===== src/hdl/s256_pkg.sv =====
// Package: shared types, constants and round functions for the SHA-256 byte hasher.
// No dependencies.
`timescale 1ns / 1ps
package s256_pkg;

  localparam int unsigned BlockBytes = 64;
  localparam int unsigned FillW      = 6;
  localparam int unsigned TotalW     = 61;
  localparam int unsigned WordW      = 32;
  localparam int unsigned WordIdxW   = 3;
  localparam logic [7:0]  PadByte    = 8'h80;

  typedef enum logic [3:0] {
    ST_IDLE,
    ST_PAD,
    ST_LEN,
    ST_LOAD,
    ST_RUN,
    ST_ADD,
    ST_OUT
  } state_e;

  function automatic logic [31:0] round_k(input logic [5:0] idx);
    logic [31:0] k [64];
    k = '{
      32'h428a2f98, 32'h71374491, 32'hb5c0fbcf, 32'he9b5dba5, 32'h3956c25b, 32'h59f111f1,
      32'h923f82a4, 32'hab1c5ed5, 32'hd807aa98, 32'h12835b01, 32'h243185be, 32'h550c7dc3,
      32'h72be5d74, 32'h80deb1fe, 32'h9bdc06a7, 32'hc19bf174, 32'he49b69c1, 32'hefbe4786,
      32'h0fc19dc6, 32'h240ca1cc, 32'h2de92c6f, 32'h4a7484aa, 32'h5cb0a9dc, 32'h76f988da,
      32'h983e5152, 32'ha831c66d, 32'hb00327c8, 32'hbf597fc7, 32'hc6e00bf3, 32'hd5a79147,
      32'h06ca6351, 32'h14292967, 32'h27b70a85, 32'h2e1b2138, 32'h4d2c6dfc, 32'h53380d13,
      32'h650a7354, 32'h766a0abb, 32'h81c2c92e, 32'h92722c85, 32'ha2bfe8a1, 32'ha81a664b,
      32'hc24b8b70, 32'hc76c51a3, 32'hd192e819, 32'hd6990624, 32'hf40e3585, 32'h106aa070,
      32'h19a4c116, 32'h1e376c08, 32'h2748774c, 32'h34b0bcb5, 32'h391c0cb3, 32'h4ed8aa4a,
      32'h5b9cca4f, 32'h682e6ff3, 32'h748f82ee, 32'h78a5636f, 32'h84c87814, 32'h8cc70208,
      32'h90befffa, 32'ha4506ceb, 32'hbef9a3f7, 32'hc67178f2
    };
    return k[idx];
  endfunction

  function automatic logic [31:0] start_h(input logic [2:0] idx);
    logic [31:0] h [8];
    h = '{32'h6a09e667, 32'hbb67ae85, 32'h3c6ef372, 32'ha54ff53a,
          32'h510e527f, 32'h9b05688c, 32'h1f83d9ab, 32'h5be0cd19};
    return h[idx];
  endfunction

  function automatic logic [31:0] rotr(input logic [31:0] x, input int unsigned n);
    return (x >> n) | (x << (32 - n));
  endfunction

endpackage


===== src/hdl/s256_if.sv =====
// Interfaces: valid/ready channels for message bytes and digest words.
// Depends on nothing.
`timescale 1ns / 1ps
interface s256_in_if;
  logic       valid;
  logic       ready;
  logic [7:0] data_byte;
  logic       byte_present;
  logic       last_byte;
  modport source (output valid, data_byte, byte_present, last_byte, input ready);
  modport sink   (input valid, data_byte, byte_present, last_byte, output ready);
endinterface

interface s256_out_if;
  logic        valid;
  logic        ready;
  logic [31:0] digest_word;
  logic [2:0]  word_index;
  logic        final_word;
  modport source (output valid, digest_word, word_index, final_word, input ready);
  modport sink   (input valid, digest_word, word_index, final_word, output ready);
endinterface


===== src/hdl/s256_ram.sv =====
// Generic single-port-write, single-port-read RAM with registered read.
// No dependencies.
`timescale 1ns / 1ps
module s256_ram #(
  parameter int unsigned Width = 8,
  parameter int unsigned Depth = 64
) (
  input  logic                     clk_i,
  input  logic                     we_i,
  input  logic [$clog2(Depth)-1:0] waddr_i,
  input  logic [Width-1:0]         wdata_i,
  input  logic [$clog2(Depth)-1:0] raddr_i,
  output logic [Width-1:0]         rdata_o
);
  logic [Width-1:0] mem [Depth];

  always_ff @(posedge clk_i) begin
    if (we_i) mem[waddr_i] <= wdata_i;
    rdata_o <= mem[raddr_i];
  end
endmodule


===== src/hdl/s256_core.sv =====
// Compression core: schedule window, working registers, a round per load_i cycle.
// Depends on s256_pkg.
`timescale 1ns / 1ps
module s256_core (
  input  logic        clk_i,
  input  logic        rst_ni,
  input  logic        load_i,   // shift in one message word, rounds on it
  input  logic        init_i,   // copy chain words into working set
  input  logic [31:0] w_i,
  input  logic [31:0] h_i [8],
  input  logic [5:0]  round_i,
  output logic [31:0] v_o [8]
);
  logic [31:0] w_q [16];
  logic [31:0] v_q [8];
  logic [31:0] wt, s0, s1, t1, t2, e, a;

  always_comb begin
    s0 = s256_pkg::rotr(w_q[1], 7) ^ s256_pkg::rotr(w_q[1], 18) ^ (w_q[1] >> 3);
    s1 = s256_pkg::rotr(w_q[14], 17) ^ s256_pkg::rotr(w_q[14], 19) ^ (w_q[14] >> 10);
    wt = (round_i < 6'd16) ? w_i : (s1 + w_q[9] + s0 + w_q[0]);
    e  = v_q[4];
    a  = v_q[0];
    t1 = v_q[7] + (s256_pkg::rotr(e, 6) ^ s256_pkg::rotr(e, 11) ^ s256_pkg::rotr(e, 25))
       + ((e & v_q[5]) ^ (~e & v_q[6])) + s256_pkg::round_k(round_i) + wt;
    t2 = (s256_pkg::rotr(a, 2) ^ s256_pkg::rotr(a, 13) ^ s256_pkg::rotr(a, 22))
       + ((a & v_q[1]) ^ (a & v_q[2]) ^ (v_q[1] & v_q[2]));
  end

  always_ff @(posedge clk_i or negedge rst_ni) begin
    if (!rst_ni) begin
      for (int i = 0; i < 8; i++) v_q[i] <= '0;
      for (int i = 0; i < 16; i++) w_q[i] <= '0;
    end else if (init_i) begin
      v_q <= h_i;
    end else if (load_i) begin
      for (int i = 0; i < 15; i++) w_q[i] <= w_q[i+1];
      w_q[15] <= wt;
      v_q[7] <= v_q[6];
      v_q[6] <= v_q[5];
      v_q[5] <= v_q[4];
      v_q[4] <= v_q[3] + t1;
      v_q[3] <= v_q[2];
      v_q[2] <= v_q[1];
      v_q[1] <= v_q[0];
      v_q[0] <= t1 + t2;
    end
  end

  assign v_o = v_q;
endmodule


===== src/hdl/sha256_byte_stream_hasher.sv =====
// Top level: SHA-256 byte-stream hasher with block buffer in RAM (4 bytes wide x 16).
// Depends on s256_pkg, s256_if, s256_ram, s256_core.
//
//  channel | dir | payload                               | handshake
//  in_if   | in  | data_byte, byte_present, last_byte    | valid/ready
//  out_if  | out | digest_word, word_index, final_word   | valid/ready
//
// A byte that does not fill a block is written to its RAM word as it is accepted.
// A byte that fills a block starts a block pass: a read-prime state, 64 rounds of the
// one-round-per-cycle core with the RAM reads overlapped, then chain add. Closing
// writes the pad and zero fill one RAM word per cycle (up to 16), two length words
// and a block pass, plus a second block when the pad lands past byte 55, then eight
// digest words, one per accepted output cycle. Reset is asynchronous and leaves the
// block idle with initial chain words; an output stall holds the digest.
`timescale 1ns / 1ps
module sha256_byte_stream_hasher (
  input logic clk_i,
  input logic rst_ni,
  s256_in_if.sink    in_if,
  s256_out_if.source out_if
);
  s256_pkg::state_e state_q, state_d;

  logic [31:0] h_q [8];
  logic [5:0]  fill_q, fill_d;
  logic [60:0] total_q, total_d;
  logic        last_q, last_d;     // message closing
  logic        two_q, two_d;       // padding needs a second block
  logic        padded_q, padded_d; // pad byte already placed
  logic [6:0]  cnt_q, cnt_d;
  logic [2:0]  oidx_q, oidx_d;
  logic [31:0] cur_q, cur_d;       // current partially built word

  // RAM: 16 words of 32 bits
  logic        we;
  logic [3:0]  waddr, raddr;
  logic [31:0] wdata, rdata;
  logic [31:0] v [8];
  logic        core_load, core_init, add;
  logic [63:0] bits;
  logic [5:0]  rnd;
  logic        acc;

  s256_ram #(.Width(32), .Depth(16)) u_buf (
    .clk_i, .we_i(we), .waddr_i(waddr), .wdata_i(wdata),
    .raddr_i(raddr), .rdata_o(rdata)
  );

  s256_core u_core (
    .clk_i, .rst_ni, .load_i(core_load), .init_i(core_init),
    .w_i(rdata), .h_i(h_q), .round_i(rnd), .v_o(v)
  );

  assign acc  = in_if.valid && in_if.ready;
  assign bits = {total_q, 3'b000};
  assign rnd  = cnt_q[5:0] - 6'd1;

  always_comb begin
    state_d   = state_q;
    fill_d    = fill_q;
    total_d   = total_q;
    last_d    = last_q;
    two_d     = two_q;
    padded_d  = padded_q;
    cnt_d     = cnt_q;
    oidx_d    = oidx_q;
    cur_d     = cur_q;
    we        = 1'b0;
    waddr     = fill_q[5:2];
    wdata     = '0;
    raddr     = '0;
    core_load = 1'b0;
    core_init = 1'b0;
    add       = 1'b0;
    in_if.ready  = 1'b0;
    out_if.valid = 1'b0;
    unique case (state_q)
      s256_pkg::ST_IDLE: begin
        in_if.ready = 1'b1;
        if (acc) begin
          if (in_if.byte_present) begin
            unique case (fill_q[1:0])
              2'd0: cur_d = {in_if.data_byte, 24'h0};
              2'd1: cur_d = {cur_q[31:24], in_if.data_byte, 16'h0};
              2'd2: cur_d = {cur_q[31:16], in_if.data_byte, 8'h0};
              default: cur_d = {cur_q[31:8], in_if.data_byte};
            endcase
            we     = 1'b1;
            wdata  = cur_d;
            fill_d = fill_q + 6'd1;
          end
          last_d = in_if.last_byte;
          if (in_if.byte_present && fill_q == 6'd63) begin
            total_d   = total_q + 61'd64;
            state_d   = s256_pkg::ST_LOAD;
            cnt_d     = '0;
            padded_d  = 1'b0;
            core_init = 1'b1;
          end else if (in_if.last_byte) begin
            state_d  = s256_pkg::ST_PAD;
            padded_d = 1'b0;
          end
        end
      end
      s256_pkg::ST_PAD: begin
        // place pad byte then zero the rest, one word per cycle
        if (!padded_q) begin
          unique case (fill_q[1:0])
            2'd0: wdata = {s256_pkg::PadByte, 24'h0};
            2'd1: wdata = {cur_q[31:24], s256_pkg::PadByte, 16'h0};
            2'd2: wdata = {cur_q[31:16], s256_pkg::PadByte, 8'h0};
            default: wdata = {cur_q[31:8], s256_pkg::PadByte};
          endcase
          total_d  = total_q + 61'(fill_q);
          two_d    = fill_q > 6'd55;
          padded_d = 1'b1;
        end else begin
          wdata = '0;
        end
        we     = 1'b1;
        waddr  = fill_q[5:2];
        fill_d = {fill_q[5:2] + 4'd1, 2'b00};
        if (fill_q[5:2] == 4'd15) begin
          fill_d = fill_q;
          if (two_d) begin
            state_d   = s256_pkg::ST_LOAD;
            cnt_d     = '0;
            core_init = 1'b1;
          end else begin
            cnt_d   = '0;
            state_d = s256_pkg::ST_LEN;
          end
        end
      end
      s256_pkg::ST_LEN: begin
        we = 1'b1;
        if (cnt_q[0] == 1'b0) begin
          waddr = 4'd14;
          wdata = bits[63:32];
          cnt_d = 7'd1;
        end else begin
          waddr     = 4'd15;
          wdata     = bits[31:0];
          two_d     = 1'b0;
          cnt_d     = '0;
          state_d   = s256_pkg::ST_LOAD;
          core_init = 1'b1;
        end
      end
      s256_pkg::ST_LOAD: begin
        // prime first RAM read
        raddr   = 4'd0;
        cnt_d   = 7'd1;
        state_d = s256_pkg::ST_RUN;
      end
      s256_pkg::ST_RUN: begin
        raddr     = cnt_q[3:0];
        core_load = 1'b1;
        cnt_d     = cnt_q + 7'd1;
        if (cnt_q == 7'd64) state_d = s256_pkg::ST_ADD;
      end
      s256_pkg::ST_ADD: begin
        add = 1'b1;
        if (!last_q) begin
          state_d = s256_pkg::ST_IDLE;
          fill_d  = '0;
        end else if (!padded_q) begin
          // last byte filled the block: pad into a fresh block
          fill_d  = '0;
          state_d = s256_pkg::ST_PAD;
        end else if (two_q) begin
          // second padding block: clear all, then length
          two_d    = 1'b0;
          fill_d   = '0;
          padded_d = 1'b1;
          state_d  = s256_pkg::ST_PAD;
        end else begin
          oidx_d  = '0;
          state_d = s256_pkg::ST_OUT;
        end
      end
      s256_pkg::ST_OUT: begin
        out_if.valid = 1'b1;
        if (out_if.ready) begin
          oidx_d = oidx_q + 3'd1;
          if (oidx_q == 3'd7) begin
            state_d = s256_pkg::ST_IDLE;
            fill_d  = '0;
            total_d = '0;
            last_d  = 1'b0;
          end
        end
      end
      default: state_d = s256_pkg::ST_IDLE;
    endcase
  end

  // second block: two_q set in ST_PAD means pad was in block one; ST_ADD clears the flag
  always_ff @(posedge clk_i or negedge rst_ni) begin
    if (!rst_ni) begin
      state_q  <= s256_pkg::ST_IDLE;
      fill_q   <= '0;
      total_q  <= '0;
      last_q   <= 1'b0;
      two_q    <= 1'b0;
      padded_q <= 1'b0;
      cnt_q    <= '0;
      oidx_q   <= '0;
      for (int i = 0; i < 8; i++) h_q[i] <= s256_pkg::start_h(3'(i));
    end else begin
      state_q  <= state_d;
      fill_q   <= fill_d;
      total_q  <= total_d;
      last_q   <= last_d;
      two_q    <= two_d;
      padded_q <= padded_d;
      cnt_q    <= cnt_d;
      oidx_q   <= oidx_d;
      if (add) begin
        for (int i = 0; i < 8; i++) h_q[i] <= h_q[i] + v[i];
      end else if (state_q == s256_pkg::ST_OUT && out_if.ready && oidx_q == 3'd7) begin
        for (int i = 0; i < 8; i++) h_q[i] <= s256_pkg::start_h(3'(i));
      end
    end
  end

  always_ff @(posedge clk_i) begin
    cur_q <= cur_d;
  end

  assign out_if.digest_word = h_q[oidx_q];
  assign out_if.word_index  = oidx_q;
  assign out_if.final_word  = (oidx_q == 3'd7);

  ap_ready_idle: assert property (@(posedge clk_i) disable iff (!rst_ni)
    in_if.ready |-> state_q == s256_pkg::ST_IDLE) else $error("ready outside idle");
  ap_no_overlap: assert property (@(posedge clk_i) disable iff (!rst_ni)
    !(in_if.ready && out_if.valid)) else $error("input and output overlap");
  ap_final: assert property (@(posedge clk_i) disable iff (!rst_ni)
    out_if.valid && out_if.ready && out_if.final_word |=> state_q == s256_pkg::ST_IDLE)
    else $error("no return to idle after digest");
endmodule


===== src/flat_wrapper.sv =====
// flat-port wrapper written by rule: the top's interface ports become plain ports
module sha256_byte_stream_hasher_flat 
  (clk_i, rst_ni, in_if_valid, in_if_data_byte, in_if_byte_present, in_if_last_byte, in_if_ready, out_if_valid, out_if_digest_word, out_if_word_index, out_if_final_word, out_if_ready);
  s256_in_if in_if_i ();
  s256_out_if out_if_i ();
  input logic clk_i;
  input logic rst_ni;
  input wire logic [$bits(in_if_i.valid)-1:0] in_if_valid;
  input wire logic [$bits(in_if_i.data_byte)-1:0] in_if_data_byte;
  input wire logic [$bits(in_if_i.byte_present)-1:0] in_if_byte_present;
  input wire logic [$bits(in_if_i.last_byte)-1:0] in_if_last_byte;
  output wire logic [$bits(in_if_i.ready)-1:0] in_if_ready;
  output wire logic [$bits(out_if_i.valid)-1:0] out_if_valid;
  output wire logic [$bits(out_if_i.digest_word)-1:0] out_if_digest_word;
  output wire logic [$bits(out_if_i.word_index)-1:0] out_if_word_index;
  output wire logic [$bits(out_if_i.final_word)-1:0] out_if_final_word;
  input wire logic [$bits(out_if_i.ready)-1:0] out_if_ready;
  assign in_if_i.valid = in_if_valid;
  assign in_if_i.data_byte = in_if_data_byte;
  assign in_if_i.byte_present = in_if_byte_present;
  assign in_if_i.last_byte = in_if_last_byte;
  assign in_if_ready = in_if_i.ready;
  assign out_if_valid = out_if_i.valid;
  assign out_if_digest_word = out_if_i.digest_word;
  assign out_if_word_index = out_if_i.word_index;
  assign out_if_final_word = out_if_i.final_word;
  assign out_if_i.ready = out_if_ready;
  sha256_byte_stream_hasher u_core (.clk_i(clk_i), .rst_ni(rst_ni), .in_if(in_if_i), .out_if(out_if_i));
endmodule

===== config.mk =====
export PLATFORM = sky130hd
export DESIGN_NAME = sha256_byte_stream_hasher_flat
export DESIGN_NICKNAME = d
export VERILOG_FILES = /design/src/hdl/s256_pkg.sv /design/src/hdl/s256_if.sv /design/src/hdl/s256_ram.sv /design/src/hdl/s256_core.sv /design/src/hdl/sha256_byte_stream_hasher.sv /design/src/flat_wrapper.sv
export SDC_FILE = /design/constraint.sdc
export NUM_CORES = 2
export LEC_CHECK = 0
export BUFFER_PORTS_ARGS = -buffer_cell sky130_fd_sc_hd__buf_2
export CAP_MARGIN = 20
export CELL_PAD_IN_SITES_DETAIL_PLACEMENT = 2
export CELL_PAD_IN_SITES_GLOBAL_PLACEMENT = 2
export CORE_UTILIZATION = 34
export DETAILED_ROUTE_END_ITERATION = 8
export GPL_TIMING_DRIVEN = 0
export PLACE_DENSITY = 0.77
export REMOVE_ABC_BUFFERS = 1
export SYNTH_ARGS = -nofsm -noshare
export SYNTH_HDL_FRONTEND = slang
export SYNTH_SLANG_ARGS = --single-unit

===== constraint.sdc =====
create_clock -name clk_i -period 20.2 [get_ports clk_i]
set_input_delay 4.04 -clock clk_i [delete_from_list [all_inputs] [get_ports clk_i]]
set_output_delay 4.04 -clock clk_i [all_outputs]
set_load 0.01 [all_outputs]

[Yosys cells after proc, flatten, opt, wreduce, memory -nomap -nowiden]
Memory sizes are Yosys's and may differ from the RTL's. A register that Yosys moved wholly into a read port is not among the register bits.
Index checks and enable logic that the tools add are counted.
Operators by class
  add/sub/neg operators: 25
  order comparisons: 4
  eq/ne operators: 27
  mux-type cells: 89
  bitwise gates (word level): 30
  reductions and logical operators: 26
Operators by type and width (count)
  2-to-1 mux 256 bit: 4
  adder 32 bit: 18
  2-to-1 mux 61 bit: 5
  2-to-1 mux 32 bit: 9
  case mux 32 bit (3 select lines): 3
  XOR 32 bit: 9
  case mux 61 bit (3 select lines): 1
  bitwise AND 32 bit: 5
  binary-select mux 32 bit (select 3 bit): 1
  adder 61 x 6 -> 61 bit: 1
  adder 61 x 7 -> 61 bit (second input constant): 1
  2-to-1 mux 4 bit: 12
  2-to-1 mux 6 bit: 8
  case mux 7 bit (5 select lines): 1
  NOT 32 bit: 1
  bitwise OR 10 x 32 -> 32 bit: 1
  bitwise OR 13 x 32 -> 32 bit: 1
  bitwise OR 14 x 32 -> 32 bit: 1
  bitwise OR 15 x 32 -> 32 bit: 1
  bitwise OR 19 x 32 -> 32 bit: 1
  bitwise OR 21 x 32 -> 32 bit: 1
  bitwise OR 25 x 32 -> 32 bit: 1
  bitwise OR 26 x 32 -> 32 bit: 1
  bitwise OR 30 x 32 -> 32 bit: 1
  other kinds (50): 113
Word-level totals
  flip-flop bits (word level): 1140
  bits in writable memories: 512
  bits in read-only memories: 2048
  bits of input ports: 14
  output and inout bits: 38
  memories kept: 2
Memories
  (no name shown): words 64, bits a word 32, rd ports 1, clocked after Yosys merged registers in 0, wr ports 0, RTL line s256_pkg.sv:38  | return k[idx];
  u_core.u_buf.mem: words 16, bits a word 32, rd ports 1, clocked after Yosys merged registers in 1, wr ports 1, RTL line s256_ram.sv:15  | logic [Width-1:0] mem [Depth];

[Depth between registers and ports, before layout]
  depth after elaboration: 11
  depth in mapped cells: 46
  mapped depth without buffers: 45

[Cells and area by module]
A second synthesis with hierarchy kept.
Second synthesis, totals
  cell total of the unflattened synthesis: 9608
  area, all modules: 97224.5 µm²
Modules (own cells, without submodules)
  s256_core: instances 1, cells an instance 5329, area each 47261.6 µm², seq. area each 19218.4 µm²
  sha256_byte_stream_hasher: instances 1, cells an instance 3441, area each 30127.6 µm², seq. area each 9374.0 µm²
  s256_ram: instances 1, cells an instance 838, area each 19835.3 µm², seq. area each 16015.4 µm²

[Worst setup path before layout]
Ideal clock, no wire load.
  kind: reg2reg
  from: register u_core.cnt_q[0]
  to: register u_core.u_core.v_q (netlist bit u_core.u_core.a[25])
  setup time: 141 ps
  arrival time: 9981 ps
  required time: 20059 ps
  setup slack: 10078 ps
  stages on the path, launching flop included: 46
  cell sequence: dfrtp_1 -> clkbuf_1 -> inv_2 -> clkbuf_1 -> ha_1 -> buf_2 -> inv_2 -> ha_1 -> clkbuf_1 -> clkinv_1 -> clkbuf_1 -> clkbuf_1 -> ha_1 -> nand2_1 -> a21oi_1 -> a41oi_1 -> o21ai_0 -> fa_1 -> [10 not listed] -> a31oi_1 -> o21ai_0 -> a21boi_1 -> or4_1 -> nand2_1 -> xnor2_1 -> fa_1 -> ha_1 -> nor2b_1 -> o21ai_0 -> nand2b_1 -> a21o_1 -> a21o_1 -> or2_1 -> a21o_1 -> a211o_1 -> a31oi_1 -> a31oi_1
Between the ends
  cells in the longest elaborated chain, start to end: 10
RTL lines
  from (decl): RTL line sha256_byte_stream_hasher.sv:30  | logic [6:0] cnt_q, cnt_d;
  from (signal assigned): RTL line sha256_byte_stream_hasher.sv:217  | cnt_q <= cnt_d;
  subtractor 6 x 1 -> 6 bit: RTL line sha256_byte_stream_hasher.sv:56  | assign rnd = cnt_q[5:0] - 6'd1;
  NOT 6 -> 7 bit (implied by the code): RTL line s256_pkg.sv:38
  memory (64 x 32 bit)
  2-to-1 mux 32 bit (implied by the code) (2 in series): RTL line s256_pkg.sv:38
  adder 32 bit (2 in series): RTL line s256_core.sv:25  | + ((e & v_q[5]) ^ (~e & v_q[6])) + s256_pkg::round_k(round_i) + wt;
  adder 32 bit: RTL line s256_core.sv:46  | v_q[0] <= t1 + t2;
  2-to-1 mux 256 bit: RTL line s256_core.sv:36  | end else if (load_i) begin
  2-to-1 mux 256 bit: RTL line s256_core.sv:34  | end else if (init_i) begin
  to (signal assigned): RTL line s256_core.sv:35  | v_q <= h_i;
  to (decl): RTL line s256_core.sv:15  | logic [31:0] v_q [8];
Several ways; a longest one is shown, not always the timed one. The select of a mux whose other input is x is not followed.
A chain may end at the register's enable or synchronous reset.

[Worst setup path in the final report]
  from: register u_core.cnt_q[0]
  to: register u_core.u_core.v_q (netlist bit u_core.u_core.e[31])
Between the ends
  cells in the longest elaborated chain, start to end: 10
RTL lines
  subtractor 6 x 1 -> 6 bit: RTL line sha256_byte_stream_hasher.sv:56
  NOT 6 -> 7 bit (implied by the code): RTL line s256_pkg.sv:38
  memory (64 x 32 bit)
  2-to-1 mux 32 bit (implied by the code) (2 in series): RTL line s256_pkg.sv:38
  adder 32 bit (2 in series): RTL line s256_core.sv:25
  adder 32 bit: RTL line s256_core.sv:42  | v_q[4] <= v_q[3] + t1;
  2-to-1 mux 256 bit: RTL line s256_core.sv:36
  2-to-1 mux 256 bit: RTL line s256_core.sv:34
Several ways; a longest one is shown, not always the timed one. The select of a mux whose other input is x is not followed.

==> reports/summary.txt <==
Worst-path clk slew -> 0.06 ns
Area grow syn2layout -> 13.02%
Final Instance Area -> 0.1096 sq mm
R2R Setup Slk -> 4.64 ns
Synth warnings -> 0
Die Area -> 0.2872 sq mm
Critical path type -> register to register
Postcts setup bufs -> 0
Max Slew Vio Count -> 0
Area leader, netlist -> dfrtp_1
Most frequent cell after synthesis -> nand2_1
Die span in x -> 535.9 microns
Fin. Hold Viols -> 0
Final min period -> 15.56 ns
# clock sinks -> 1675
NumNets Final -> 10.47k
Core area -> 0.2828 sq mm
Ys async rst share -> 0.6609
Worst hold start -> u_core.u_core.w_q[224]
Worst Path Max Fanout -> 74
Clk_skew -> 0.1017 ns
Clk buf depth -> 4
Grt ovf -> 0
Via density -> 5.768
TritonCTS buffer count -> 203
Post-synthesis cell type count -> 108
Worst EP required -> 20.95 ns
Pin count of the biggest net entering global routing -> 149
CTS tree -> built
Final Setup Violations -> 0
Fin crit share -> 0.7702
Critical path capture point type -> register
#FFs+latches synth -> 1675
HP Class -> register to register
Max-slew headroom -> 0.1459
Slew at the pin closest to its max-slew limit -> 1.270 ns
FF-to-FF Start -> u_core.cnt_q[0]
Share of cells above drive strength 1 -> 0.09990
DRC -> 0
DP Wirelength -> 268.2 mm
Commonest cells post-synth -> nand2_1, dfrtp_1, a21oi_1, o21ai_0, clkbuf_1
Number of hold buffers added after CTS -> 0
Worst Path Arrival -> 16.31 ns
Initial DRC count -> 5993
Skew-Pair Late Insertion Delay -> 0.95 ns
Synth area leaders -> dfrtp_1, edfxtp_1, nand2_1, ha_1, fa_1
Mean post-synth cell area -> 9.639 sq um
Starting Density -> 0.3428
Placed cell count -> 13.37k
Setup tns final -> 0 ns
# rows -> 195
Slowest CP cell -> ha_1
Worst-case reg-to-reg path depth -> 39
Max Fclk -> 64.27 MHz
Filler Cell Count -> 29.98k
Synth Instances -> 10.06k
Antenna viol nets, final -> 0
Io pins -> 52
Hold path depth -> 2
Initial antenna violation count -> 15
R2r endpoint -> u_core.u_core.e[31]
Die Ht -> 535.9 microns
TritonRoute pass-1 iters -> 5
Vias post-DR -> 79.36k
CTS resizes -> 0
Routability Congestion -> 0.9338
Layout Cells excl Fill -> 13.76k
Area after DPL -> 0.1029 sq mm
Routed len/inst -> 27.72 microns
Max cap viols -> 0
EDFF count, synth -> 536
Sequential share of the synthesized area -> 0.4602
Unrepaired setup endpoints after global routing -> false
Status -> complete, no violations
Root Driver -> clkbuf_16
Vias in the first global route -> 87.51k
Ys flop type -> dfrtp_1
Final WL -> 381.5 mm
IO Port Bufs -> 51
Fin util -> 0.3874
First-pass GRT wire length -> 572.3 mm
Synthesized area -> 0.09693 sq mm
CP Launch Type -> register
Crit-path max cell delay -> 1.01 ns
Tot GR Track Use -> 0.2618
Hold EP -> u_core.u_core.w_q[256]
Top-area cell type share of the netlist area -> 0.2507
Level count of the clock H-tree -> 4
-- logic make-up (layout without fill, tap and decap cells) --
group	Yosys count	after routing	synth area share
other	0	7	0
adder cells (fa/ha/maj)	639	639	0.09707
multiplexers	389	389	0.05110
XOR/XNOR	584	584	0.05307
AND/OR/NAND/NOR	3372	3372	0.1448
buffers and inverters	984	938	0.03818
AO/OA/AOI/OAI	2413	2413	0.1556
flip-flops	1675	1675	0.4602
-- critical path: cells and delay by family (launching register included) --
family	cells	cell delay [ns]
buf+inv	7	2.48
simple gates	7	2.49
fa+ha+maj	9	5.50
xor+xnor	2	0.40
compound gates	14	3.57
flops	1	0.76
-- state kept, by name, indices dropped and copies added (netlist names), 3 cells and up --
signal                    cells
u_core.u_core.a              32
u_core.out_if.word_index      3
u_core.state_q                3
u_core.h_q                  256
u_core.u_buf.mem            512
u_core.u_buf.rdata_o         32
u_core.cnt_q                  7
u_core.fill_q                 6
u_core.u_core.v_o           192
u_core.cur_q                 24
u_core.u_core.w_q           512
u_core.total_q               61
u_core.u_core.e              32
-- per-stage QoR --
step,worst slack [ns],hold slack (ns)
2_1_floorplan,-18.84,0.4348
3_3_place_gp,-98.82,0.4428
3_5_place_dp,5.180,0.4550
4_1_cts,5.050,0.4493
5_1_grt,4.179,0.4894
6_report,4.641,0.4489
-- worst max-delay path by stage --
| stage | start | end | slack [ns] | depth (start not counted) |
|---|---|---|---|---|
| final | u_core.cnt_q[0] | u_core.u_core.e[31] | 4.64 | 39 |
| after global routing | u_core.cnt_q[0] | u_core.u_core.e[31] | 4.18 | 39 |
| after CTS | u_core.cnt_q[0] | u_core.u_core.a[29] | 5.05 | 39 |
| after detailed placement | u_core.cnt_q[0] | u_core.u_core.a[29] | 5.18 | 39 |
| after global placement | u_core.state_q[2] | u_core.u_core.a[15] | -98.82 | 4 |
| after floorplan | u_core.state_q[2] | u_core.u_core.a[15] | -18.84 | 4 |
-- layer usage --
metal,track usage,up-vias,routed length [microns]
met2,0.4387,2154,182800
met3,0.03641,638,19350
met1,0.3465,41810,166300
met4,0.08709,0,12990
li1,-,34760,-
met5,0,-,0
-- cell usage in the layout, fill, tap and decap left out, types with 31 or more instances in the layout --
cell and n:
clkinv_2 31, fa_1 198, o21ai_0 611, o31ai_1 79, dfrtp_1 965, clkbuf_16 206, buf_12 36, mux4_2 67
nand3_1 202, and3_1 72, nand4_1 41, a21o_1 174, dfstp_2 136, nor2_1 396, xor2_1 225, buf_16 62
ha_1 411, nand2b_1 59, clkbuf_1 50, a21oi_1 712, nand2_1 2272, a221oi_1 43, xnor2_1 350, o21a_1 59
mux2i_1 145, clkbuf_8 31, a211oi_1 49, o221ai_1 47, inv_1 360, a22oi_1 210, edfxtp_1 536, a31oi_1 91
buf_2 53, dfxtp_1 32, o21bai_1 70, nor2b_1 43, nor3_1 124, mux2_2 177
-- cell type report --
| class | instances | area [sq um] | share of cell area |
|---|---|---|---|
| multi-input cells | 7397 | 49070 | 0.4479 |
| flip-flops and latches | 1675 | 44630 | 0.4074 |
| clock buffers | 287 | 5769 | 0.05266 |
| well taps | 3743 | 4683 | 0.04275 |
| repair buffers | 198 | 3198 | 0.02919 |
| inverters | 366 | 1378 | 0.01257 |
| clock inverters | 87 | 810.8 | 0.007401 |
| diodes | 7 | 17.52 | 0.0001599 |
Power is left out: the tool's default activity adds up to more than one toggle a clock period on the data nets, which glitch-free logic cannot reach.
